<file path="config.mk">
export PLATFORM = sky130hd
export DESIGN_NAME = window_median_ewma_filter
export DESIGN_NICKNAME = d
export VERILOG_FILES = /design/src/wmef_pkg.sv /design/src/window_median_ewma_filter.sv /design/src/wmef_ram.sv
export SDC_FILE = /design/constraint.sdc
export NUM_CORES = 2
export LEC_CHECK = 0
export BUFFER_PORTS_ARGS = -buffer_cell sky130_fd_sc_hd__buf_2
export CORE_MARGIN = 2
export CORE_UTILIZATION = 55
export DETAILED_ROUTE_END_ITERATION = 16
export MAX_ROUTING_LAYER = met4
export PLACE_DENSITY = 0.72
export SLEW_MARGIN = 20
export SYNTH_ARGS = -nofsm -noshare
export SYNTH_HDL_FRONTEND = slang
export SYNTH_HIERARCHICAL = 1
export SYNTH_SLANG_ARGS = --single-unit
</file>
<file path="constraint.sdc">
create_clock -name clk_i -period 11.91 [get_ports clk_i]
set_clock_uncertainty 0.15 [all_clocks]
set_input_delay 0.5955 -clock clk_i [delete_from_list [all_inputs] [get_ports clk_i]]
set_output_delay 0.5955 -clock clk_i [all_outputs]
set_load 0.005 [all_outputs]
</file>
<file path="src/wmef_pkg.sv">
// Shared types and constants for the window median and EWMA particulate filter.
package wmef_pkg;

  localparam int unsigned NUM_CH        = 3;
  localparam int unsigned CH_W          = $clog2(NUM_CH);
  localparam int unsigned SAMPLE_W      = 16;
  localparam int unsigned FRAC_W        = 8;
  localparam int unsigned AVG_W         = SAMPLE_W + FRAC_W;
  localparam int unsigned WEIGHT_W      = 16;
  localparam int unsigned PROD_W        = WEIGHT_W + AVG_W;
  localparam int unsigned DEFAULT_DEPTH = 8;

  localparam logic [WEIGHT_W-1:0] WEIGHT_RESET = 16'd19661;

  typedef enum logic [2:0] {
    ST_IDLE,
    ST_CAND,
    ST_LOAD,
    ST_SCAN,
    ST_DECIDE,
    ST_EW_MUL,
    ST_EW_ADD,
    ST_DONE
  } state_e;

endpackage

</file>
<file path="src/window_median_ewma_filter.sv">
// Top level of the three-channel sliding-window median filter with EWMA smoothing.
//
// Each accepted input transaction carries one PM1.0, PM2.5 and PM10 sample. The three
// samples are written together into one slot of a ring window of WINDOW_DEPTH entries,
// and for every channel the block picks the element of rank count/2 among the filled
// entries (the upper median when the count is even). That median, scaled to 16.8 fixed
// point, is folded into a per-channel exponential moving average whose weight is the
// Q0.16 register written through cfg_we_i/cfg_data_i; the very first sample after reset
// loads the averages directly. The median is found by rank counting: every filled entry
// is read once as a candidate and then compared against the whole window, one window
// word per cycle through the single RAM read port, with all three channels compared in
// parallel lanes. The averages are then updated one channel after another through one
// shared 16 x 24 multiplier and one adder-subtractor. An input transaction keeps
// in_stall_o high through the rank-count loop and the channel updates. The result sits
// in an output register, so the next input transaction is accepted while a finished
// result still waits for out_stall_i to drop. The smoothing weight is only to be
// written while the block is idle.
module window_median_ewma_filter #(
  parameter int unsigned WINDOW_DEPTH = wmef_pkg::DEFAULT_DEPTH
) (
  input  logic                              clk_i,
  input  logic                              rst_ni,
  // Configuration: smoothing weight, unsigned Q0.16.
  input  logic                              cfg_we_i,
  input  logic [wmef_pkg::WEIGHT_W-1:0]     cfg_data_i,
  // Input channel.
  input  logic                              in_valid_i,
  output logic                              in_stall_o,
  input  logic [wmef_pkg::SAMPLE_W-1:0]     sample_pm1_i,
  input  logic [wmef_pkg::SAMPLE_W-1:0]     sample_pm25_i,
  input  logic [wmef_pkg::SAMPLE_W-1:0]     sample_pm10_i,
  // Output channel.
  output logic                              out_valid_o,
  input  logic                              out_stall_i,
  output logic [wmef_pkg::AVG_W-1:0]        smooth_pm1_o,
  output logic [wmef_pkg::AVG_W-1:0]        smooth_pm25_o,
  output logic [wmef_pkg::AVG_W-1:0]        smooth_pm10_o
);

  localparam int unsigned NumCh = wmef_pkg::NUM_CH;
  localparam int unsigned SW    = wmef_pkg::SAMPLE_W;
  localparam int unsigned AW    = wmef_pkg::AVG_W;
  localparam int unsigned PW    = wmef_pkg::PROD_W;
  localparam int unsigned ChW   = wmef_pkg::CH_W;
  localparam int unsigned AddrW = (WINDOW_DEPTH > 1) ? $clog2(WINDOW_DEPTH) : 1;
  localparam int unsigned CntW  = $clog2(WINDOW_DEPTH + 1);
  localparam int unsigned WordW = NumCh * SW;

  localparam logic [CntW-1:0]  DepthCnt = CntW'(WINDOW_DEPTH);
  localparam logic [AddrW-1:0] LastSlot = AddrW'(WINDOW_DEPTH - 1);
  localparam logic [ChW-1:0]   LastCh   = ChW'(NumCh - 1);

  wmef_pkg::state_e state_q, state_d;

  logic [wmef_pkg::WEIGHT_W-1:0] weight_q;
  logic [AddrW-1:0]              wslot_q, wslot_d;
  logic [CntW-1:0]               fill_q, fill_d;
  logic                          primed_q, primed_d;
  logic [CntW-1:0]               cand_idx_q, cand_idx_d;
  logic [CntW-1:0]               scan_idx_q, scan_idx_d;
  logic [ChW-1:0]                ch_q, ch_d;
  logic                          out_valid_q, out_valid_d;

  // Datapath registers; all but avg_q have no reset.
  logic [SW-1:0]   cand_q  [NumCh];
  logic [SW-1:0]   cand_d  [NumCh];
  logic [CntW-1:0] below_q [NumCh];
  logic [CntW-1:0] below_d [NumCh];
  logic [CntW-1:0] same_q  [NumCh];
  logic [CntW-1:0] same_d  [NumCh];
  logic [SW-1:0]   med_q   [NumCh];
  logic [SW-1:0]   med_d   [NumCh];
  logic [AW-1:0]   avg_q   [NumCh];
  logic [AW-1:0]   avg_d   [NumCh];
  logic [AW-1:0]   out_q   [NumCh];
  logic [AW-1:0]   out_d   [NumCh];
  logic [PW-1:0]   prod_q, prod_d;
  logic            neg_q, neg_d;

  logic             in_accept;
  logic             ram_we;
  logic [WordW-1:0] ram_wdata;
  logic [WordW-1:0] ram_rdata;
  logic [CntW-1:0]  rd_idx;
  logic [CntW-1:0]  rank;
  logic [AW-1:0]    target;
  logic [AW-1:0]    cur_avg;
  logic [AW-1:0]    diff;
  logic [PW-1:0]    prod_round;
  logic [AW-1:0]    step;

  assign in_accept = in_valid_i && !in_stall_o;
  assign ram_we    = in_accept;
  assign ram_wdata = {sample_pm10_i, sample_pm25_i, sample_pm1_i};
  assign rank      = fill_q >> 1;

  // The shared update datapath works on the channel selected by ch_q.
  assign target     = {med_q[ch_q], {wmef_pkg::FRAC_W{1'b0}}};
  assign cur_avg    = avg_q[ch_q];
  assign diff       = (target < cur_avg) ? (cur_avg - target) : (target - cur_avg);
  assign prod_round = prod_q + PW'(16'hFFFF);
  assign step       = neg_q ? prod_round[PW-1:16] : prod_q[PW-1:16];

  wmef_ram #(
    .WIDTH (WordW),
    .DEPTH (WINDOW_DEPTH)
  ) u_window (
    .clk_i   (clk_i),
    .we_i    (ram_we),
    .waddr_i (wslot_q),
    .wdata_i (ram_wdata),
    .raddr_i (rd_idx[AddrW-1:0]),
    .rdata_o (ram_rdata)
  );

  always_ff @(posedge clk_i or negedge rst_ni) begin
    if (!rst_ni) begin
      state_q     <= wmef_pkg::ST_IDLE;
      weight_q    <= wmef_pkg::WEIGHT_RESET;
      wslot_q     <= '0;
      fill_q      <= '0;
      primed_q    <= 1'b0;
      cand_idx_q  <= '0;
      scan_idx_q  <= '0;
      ch_q        <= '0;
      out_valid_q <= 1'b0;
      for (int c = 0; c < NumCh; c++) begin
        avg_q[c] <= '0;
      end
    end else begin
      state_q     <= state_d;
      wslot_q     <= wslot_d;
      fill_q      <= fill_d;
      primed_q    <= primed_d;
      cand_idx_q  <= cand_idx_d;
      scan_idx_q  <= scan_idx_d;
      ch_q        <= ch_d;
      out_valid_q <= out_valid_d;
      avg_q       <= avg_d;
      if (cfg_we_i) begin
        weight_q <= cfg_data_i;
      end
    end
  end

  always_ff @(posedge clk_i) begin
    cand_q  <= cand_d;
    below_q <= below_d;
    same_q  <= same_d;
    med_q   <= med_d;
    out_q   <= out_d;
    prod_q  <= prod_d;
    neg_q   <= neg_d;
  end

  always_comb begin
    state_d     = state_q;
    wslot_d     = wslot_q;
    fill_d      = fill_q;
    primed_d    = primed_q;
    cand_idx_d  = cand_idx_q;
    scan_idx_d  = scan_idx_q;
    ch_d        = ch_q;
    cand_d      = cand_q;
    below_d     = below_q;
    same_d      = same_q;
    med_d       = med_q;
    avg_d       = avg_q;
    out_d       = out_q;
    prod_d      = prod_q;
    neg_d       = neg_q;
    rd_idx      = scan_idx_q;
    in_stall_o  = 1'b1;
    // A waiting result leaves once the receiver stops stalling.
    out_valid_d = out_valid_q && out_stall_i;

    unique case (state_q)
      wmef_pkg::ST_IDLE: begin
        in_stall_o = 1'b0;
        if (in_valid_i) begin
          wslot_d = (wslot_q == LastSlot) ? '0 : wslot_q + AddrW'(1);
          if (fill_q != DepthCnt) begin
            fill_d = fill_q + CntW'(1);
          end
          state_d = wmef_pkg::ST_CAND;
        end
      end

      wmef_pkg::ST_CAND: begin
        rd_idx     = '0;
        cand_idx_d = '0;
        state_d    = wmef_pkg::ST_LOAD;
      end

      // The candidate word is on the read port; start the window scan at entry 0.
      wmef_pkg::ST_LOAD: begin
        for (int c = 0; c < NumCh; c++) begin
          cand_d[c]  = ram_rdata[c*SW +: SW];
          below_d[c] = '0;
          same_d[c]  = '0;
        end
        rd_idx     = '0;
        scan_idx_d = CntW'(1);
        state_d    = wmef_pkg::ST_SCAN;
      end

      // The read port shows entry scan_idx_q-1 while entry scan_idx_q is addressed.
      wmef_pkg::ST_SCAN: begin
        for (int c = 0; c < NumCh; c++) begin
          below_d[c] = below_q[c] + CntW'(ram_rdata[c*SW +: SW] < cand_q[c]);
          same_d[c]  = same_q[c] + CntW'(ram_rdata[c*SW +: SW] == cand_q[c]);
        end
        rd_idx = scan_idx_q;
        if (scan_idx_q == fill_q) begin
          state_d = wmef_pkg::ST_DECIDE;
        end else begin
          scan_idx_d = scan_idx_q + CntW'(1);
        end
      end

      // Any candidate that holds the wanted rank carries the median value.
      wmef_pkg::ST_DECIDE: begin
        for (int c = 0; c < NumCh; c++) begin
          if ((below_q[c] <= rank) &&
              ({1'b0, rank} < ({1'b0, below_q[c]} + {1'b0, same_q[c]}))) begin
            med_d[c] = cand_q[c];
          end
        end
        rd_idx     = cand_idx_q + CntW'(1);
        cand_idx_d = cand_idx_q + CntW'(1);
        if (cand_idx_q + CntW'(1) == fill_q) begin
          ch_d    = '0;
          state_d = wmef_pkg::ST_EW_MUL;
        end else begin
          state_d = wmef_pkg::ST_LOAD;
        end
      end

      wmef_pkg::ST_EW_MUL: begin
        neg_d   = target < cur_avg;
        prod_d  = PW'(weight_q) * PW'(diff);
        state_d = wmef_pkg::ST_EW_ADD;
      end

      // A falling step rounds its magnitude up, which floors the signed step.
      wmef_pkg::ST_EW_ADD: begin
        if (!primed_q) begin
          avg_d[ch_q] = target;
        end else if (neg_q) begin
          avg_d[ch_q] = cur_avg - step;
        end else begin
          avg_d[ch_q] = cur_avg + step;
        end
        if (ch_q == LastCh) begin
          state_d = wmef_pkg::ST_DONE;
        end else begin
          ch_d    = ch_q + ChW'(1);
          state_d = wmef_pkg::ST_EW_MUL;
        end
      end

      wmef_pkg::ST_DONE: begin
        if (!out_valid_q || !out_stall_i) begin
          out_d       = avg_q;
          out_valid_d = 1'b1;
          primed_d    = 1'b1;
          state_d     = wmef_pkg::ST_IDLE;
        end
      end

      default: begin
        state_d = wmef_pkg::ST_IDLE;
      end
    endcase
  end

  assign out_valid_o   = out_valid_q;
  assign smooth_pm1_o  = out_q[0];
  assign smooth_pm25_o = out_q[1];
  assign smooth_pm10_o = out_q[2];

endmodule

</file>
<file path="src/wmef_ram.sv">
// Generic single-write, single-read RAM with a registered read port.
module wmef_ram #(
  parameter int unsigned WIDTH = 16,
  parameter int unsigned DEPTH = 8,
  localparam int unsigned AddrW = (DEPTH > 1) ? $clog2(DEPTH) : 1
) (
  input  logic             clk_i,
  input  logic             we_i,
  input  logic [AddrW-1:0] waddr_i,
  input  logic [WIDTH-1:0] wdata_i,
  input  logic [AddrW-1:0] raddr_i,
  output logic [WIDTH-1:0] rdata_o
);

  logic [WIDTH-1:0] mem_q [DEPTH];
  logic [WIDTH-1:0] rdata_q;

  always_ff @(posedge clk_i) begin
    if (we_i) begin
      mem_q[waddr_i] <= wdata_i;
    end
    rdata_q <= mem_q[raddr_i];
  end

  assign rdata_o = rdata_q;

endmodule

</file>
# --- After elaboration in Yosys (flattened, before gate mapping) ---
# Memories as Yosys holds them, arrays and structs flattened. A register that Yosys moved wholly into a read port is not among the register bits.
# Index checks and enable logic that the tools add are counted.
word_totals:
  mem_bits_rw: 384
  reg_bits: 343
  elab_cells: 143
  output_inout_bits: 74
  in_bits: 69
  n_memories: 1
classes:
  multipliers: 1
  mux: 36
  n_reduce_logical: 23
  bitwise_logic: 1
  n_eq_ne: 21
  n_lt_le_gt_ge: 12
  n_addsub: 19
mem_list:
  columns: ["memory", "depth", "word_bits", "read_ports", "rd_ports_with_merged_regs", "wr", "line_no", "source"]
  rows:
  - ["u_window.mem_q", 8, 48, 1, 1, 1, "wmef_ram.sv:15", "logic [WIDTH-1:0] mem_q [DEPTH];"]
ops:
  columns: ["op", "count"]
  rows:
  - ["bitwise mux 72 bit", 3]
  - ["2-to-1 mux 72 bit", 2]
  - ["2-to-1 mux 24 bit", 5]
  - ["subtractor 24 bit", 3]
  - ["binary-select mux 24 bit (select 2 bit)", 1]
  - ["demux 24 bit (select 2 bit)", 1]
  - ["equality test 16 bit", 3]
  - ["less-than comparator 16 bit", 3]
  - ["one-hot mux 12 bit (2 select lines)", 2]
  - ["adder 40 x 16 -> 40 bit (second input constant)", 1]
  - ["multiplier 16 x 24 -> 40 bit", 1]
  - ["binary-select mux 16 bit (select 2 bit)", 1]
  - ["2-to-1 mux 16 bit", 2]
  - ["adder 24 bit", 1]
  - ["adder 4 x 1 -> 4 bit", 6]
  - ["less-than comparator 24 bit", 1]
  - ["one-hot mux 3 bit (8 select lines)", 1]
  - ["one-hot mux 4 bit (2 select lines)", 2]
  - ["adder 4 x 4 -> 5 bit", 3]
  - ["equality test 3 bit (second input constant)", 5]
  - ["less-than comparator 3 x 5 -> 1 bit", 3]
  - ["2-to-1 mux 3 bit", 5]
  - ["adder 4 x 1 -> 4 bit (second input constant)", 3]
  - ["less-or-equal comparator 4 x 3 -> 1 bit", 3]
  - ["other kinds (24)", 52]

# --- Depth between registers and ports, before layout ---
logic_depth:
  depth_word: 8
  depth_mapped: 43
  depth_no_buf: 38

# --- Modules after synthesis ---
# The synthesis kept the hierarchy.
by_module_without_submodules:
  columns: ["module", "area_per_inst_um2", "seq_area_each_um2", "cells_each", "n_inst"]
  rows:
  - ["window_median_ewma_filter", 31612.8, 9759.4, 3196, 1]
  - ["wmef_ram", 15620.0, 12492.0, 616, 1]

# --- Worst setup path after synthesis ---
# No wires, ideal clock.
synth_path:
  path_kind: "register to register"
  from: "register ch_q[0]"
  to: "register prod_q[39], data pin"
  setup_slack_ps: 1600
  period_less_slack_ps: 10310
  required_time_ps: 11500
  arrival_ps: 9901
  stages_incl_launch_ff: 43
  n_path_buf: 6
  setup_time_ps: 260
  cell_sequence: "dfrtp_1 > buf_6 > buf_4 > buf_1 > buf_1 > mux2i_1 > nor2_1 > a21oi_1 > ha_1 > inv_1 > fa_1 > a21o_1 > a21o_1 > a21oi_1 > a21oi_1 > a311o_1 > a21o_1 > a21oi_1 > [... 7 more ...] > fa_1 > fa_1 > fa_1 > inv_1 > fa_1 > inv_1 > ha_1 > clkbuf_1 > a21oi_1 > o21ai_0 > a211o_1 > a21oi_1 > o21ai_0 > a311o_1 > nand4_1 > nand2_1 > a221o_1 > xnor2_1"
synth_between:
  elab_chain_len: 7
  elab_cells_between_ends: 12
  classes_between: "add/sub: 2; mul: 1; order compare: 1; mux: 7; bitwise: 1"
synth_rtl:
  columns: ["element", "line_no", "source"]
  rows:
  - ["start, declared", "window_median_ewma_filter.sv:61", "logic [ChW-1:0] ch_q, ch_d;"]
  - ["start signal, assigned", "window_median_ewma_filter.sv:137", "ch_q <= ch_d;"]
  - ["NOT 2 -> 3 bit (not written as such) (*)", "window_median_ewma_filter.sv:98, window_median_ewma_filter.sv:99", null]
  - ["binary-select mux 24 bit (select 2 bit) or binary-select mux 16 bit (select 2 bit) (tied branches)", "window_median_ewma_filter.sv:99, window_median_ewma_filter.sv:98", null]
  - ["2-to-1 mux 24 bit (not written as such) or 2-to-1 mux 16 bit (tied branches) (2 in series)", "window_median_ewma_filter.sv:99, window_median_ewma_filter.sv:98", null]
  - ["subtractor 24 bit or less-than comparator 24 bit (tied branches)", "window_median_ewma_filter.sv:100", "assign diff = (target < cur_avg) ? (cur_avg - target) : (target - cur_avg);"]
  - ["2-to-1 mux 24 bit (*)", "window_median_ewma_filter.sv:100", null]
  - ["multiplier 16 x 24 -> 40 bit (*)", "window_median_ewma_filter.sv:241", "prod_d = PW'(weight_q) * PW'(diff);"]
  - ["end signal, assigned", "window_median_ewma_filter.sv:152", "prod_q <= prod_d;"]
  - ["end, declared", "window_median_ewma_filter.sv:77", "logic [PW-1:0] prod_q, prod_d;"]
# Mark *: on every way between the ends. The rest lies on a longest branch, timed or not. The select of a mux whose other input is x is not followed.
# A chain may end at the register's enable or synchronous reset.

# --- Worst setup path in the final report ---
# Same ends and word-level chain as after synthesis.

==> impl_metrics.tcl <==
set metrics [dict create \
    setup_viol_count_final 0 \
    layout.cells.non_filler 5166 \
    max_slew_margin_pct 25.1 \
    area_delta_synth_final_pct 10.2 \
    r2r_cells 35 \
    synth_common_cells "edfxtp_1 (617), inv_1 (506), nand2_1 (385)" \
    cp-end-kind "flip-flop" \
    synth_area_per_cell_sq_um 12.4 \
    r2r_slack_ns 1.04 \
    crit_path_frequent_cell "fa_1" \
    cp_num_cells 35 \
    worstPathMaxFanout 27 \
    htree_levels 3 \
    first_iter_violations 2016 \
    io_pins 143 \
    dr_total_vias 28800 \
    drive_gt1_share_pct 13.5 \
    worstPathRequired_ns 12.12 \
    fin_util_pct 61.2 \
    setup_tns_ns 0 \
    wl_um 103000 \
    syn-num-nets 4479 \
    grt.overflow.total 0 \
    grt_usage_pct 24.4 \
    ys.warnings.count 6 \
    synth-edff-count 617 \
    max_slew.worst_pin.slew_ns 1.12 \
    yosys.area.top_type "edfxtp_1" \
    slowest_delay_ns 0.79 \
    arrival_ns 11.08 \
    maxCapViolCount 0 \
    die_area_sq_um 88200 \
    cts_buffer_depth 3 \
    cts_resized 0 \
    placed_area_sq_um 49200 \
    async_reset_ff_share_pct 14.2 \
    start_kind "flip-flop" \
    use_met1_pct 29.7 \
    rsz0062_at_grt "no" \
    top_usage_layer "met2" \
    worst_path_dominant_cell_family "adder cells" \
    synth_most_common_cell "edfxtp_1" \
    synth.distinct_cells 87 \
    clk_pin_slew_worst_paths_ns 0.07 \
    multi_input_area_sq_um 22400 \
    synthesis.area_sq_um 47200 \
    hold_class "input pin to flip-flop" \
    fmax_ghz 0.0920 \
    netlist.area_leader.share_pct 39.2 \
    min_path_cells 1 \
    cts.sinks 775 \
    r2r-start "ch_q[0]" \
    dr.pass1.iters 6 \
    core.rowCount 107 \
    nets 4616 \
    numPortBuffers 142 \
    ff_latch_area_sq_um 22300 \
    hp-start "sample_pm1_i[10]" \
    synth_cells 3812 \
    numCtsBuffers 80 \
    wl_per_cell_um 19.9 \
    dp_cells 4994 \
    holdPathEnd "u_window/mem_q[4][10]" \
    post_drt_via_cell_ratio 5.58 \
    drv_slew 0 \
    start_util_pct 55.5 \
    place_congestion 0.915 \
    critical_path_buf_inv_count 5 \
    design_area_sq_um 52100 \
    antenna_found_initial 5 \
    fillCellCount 6642 \
    path_class "flip-flop to flip-flop" \
    synth-seq-cells 775 \
    drcViolationCount 0 \
    synthFlopType "edfxtp_1" \
    grt_use_met3_pct 3.02 \
    grt_use_met2_pct 42.0 \
    grt_pass1_vias 30300 \
    status "finished, final reports clean" \
    ys_seq_area_share_pct 47.1 \
    min_period_ns 10.87 \
    hold_violations 0 \
    coreArea_sq_um 85100 \
    grt_max_degree 97 \
    grt_pass1_wl_um 165000 \
    die_width_um 297 \
    cts_tree "yes" \
    dieHeight_um 297 \
    cts_setup_buffers 0 \
    ant_nets 0 \
    cpMaxStageDelayCell "xnor2_1" \
    clockRootBuffer "clkbuf_16" \
    yosys-top-cells-area "edfxtp_1 (39%), fa_1 (13%), ha_1 (7.6%)" \
    hpwl_um 72400 \
    period_share_pct 91.2 \
    insertion_delay_ns 0.66 \
    r2r-end "prod_q[39]" \
]
==> how the worst max path moves through the flow <==
stage	from	end	slack, ns
2_1_floorplan	ch_q[0]	prod_q[39]	1.60
3_3_place_gp	ch_q[0]	prod_q[39]	1.26
3_5_place_dp	ch_q[1]	prod_q[39]	1.16
4_1_cts	ch_q[1]	prod_q[39]	1.13
5_1_grt	ch_q[1]	prod_q[39]	0.42
6_report	ch_q[0]	prod_q[39]	1.04
==> repair_timing <==
action,CTS,global route
hold buffers,17,0
hold endpoints to repair,44,0
setup endpoints to repair,0,0
==> final cells by class <==
| cell class | instances | share of cell area, % |
|---|---|---|
| antenna | 5 | 0.0240 |
| clock buffer | 107 | 4.31 |
| clock inverter | 43 | 0.863 |
| inverter | 506 | 3.65 |
| multi-input combinational | 2370 | 43.1 |
| sequential | 775 | 42.7 |
| tap | 1144 | 2.75 |
| timing repair buffer | 216 | 2.57 |
==> flip-flops by register name, indices dropped and copies added (netlist names) <==
| register | flops |
|---|---|
| avg_q | 72 |
| below_q | 12 |
| cand_idx_q | 4 |
| cand_q | 48 |
| ch_q | 2 |
| fill_q | 4 |
| med_q | 48 |
| neg_q | 1 |
| out_valid_o | 1 |
| primed_q | 1 |
| prod_q | 40 |
| same_q | 12 |
| scan_idx_q | 4 |
| smooth_pm10_o | 24 |
| smooth_pm1_o | 24 |
| smooth_pm25_o | 24 |
| state_q | 3 |
| u_window/mem_q | 384 |
| u_window/rdata_o | 48 |
| weight_q | 16 |
| wslot_q | 3 |
==> cell usage in the layout (no fill, tap or decap), drive strengths merged, types with 135 or more instances in the layout <==
| cell | synthesis | final |
|---|---|---|
| buf | 45 | 199 |
| fa | 312 | 312 |
| edfxtp | 617 | 617 |
| and2 | 169 | 169 |
| o21ai | 145 | 145 |
| nand2 | 395 | 395 |
| a21oi | 143 | 143 |
| inv | 506 | 515 |
| ha | 286 | 286 |
| nor2 | 135 | 135 |
==> metrics by stage <==
step | setup slack, ns | hold slack (ns)
2_1_floorplan | 1.60 | 0.150
3_3_place_gp | 1.26 | 0.267
3_5_place_dp | 1.16 | 0.273
4_1_cts | 1.13 | 0.0230
5_1_grt | 0.416 | 0.0572
6_report | 1.04 | 0.0598
==> cell families (layout without fill, tap and decap cells) <==
group / Yosys count / count (layout) / synth area share [%]
simple gates: 889 / 889 / 9.02
flops: 775 / 775 / 47.1
buf+inv: 667 / 872 / 5.66
fa+ha+maj: 598 / 598 / 20.8
compound gates: 527 / 527 / 7.09
mux: 224 / 224 / 7.83
xor+xnor: 132 / 132 / 2.48
other cells: 0 / 5 / 0
==> layer usage <==
layer / wire (um) / share of wire (%) / vias up
met1: 41200 / 40 / 14500
met5: 0 / 0 / -
met4: 3490 / 3.4 / 0
met3: 4590 / 4.5 / 210
met2: 53400 / 52 / 755
li1: - / - / 13400
Power is left out: the tool's default activity adds up to more than one toggle a clock period on the data nets, which glitch-free logic cannot reach.
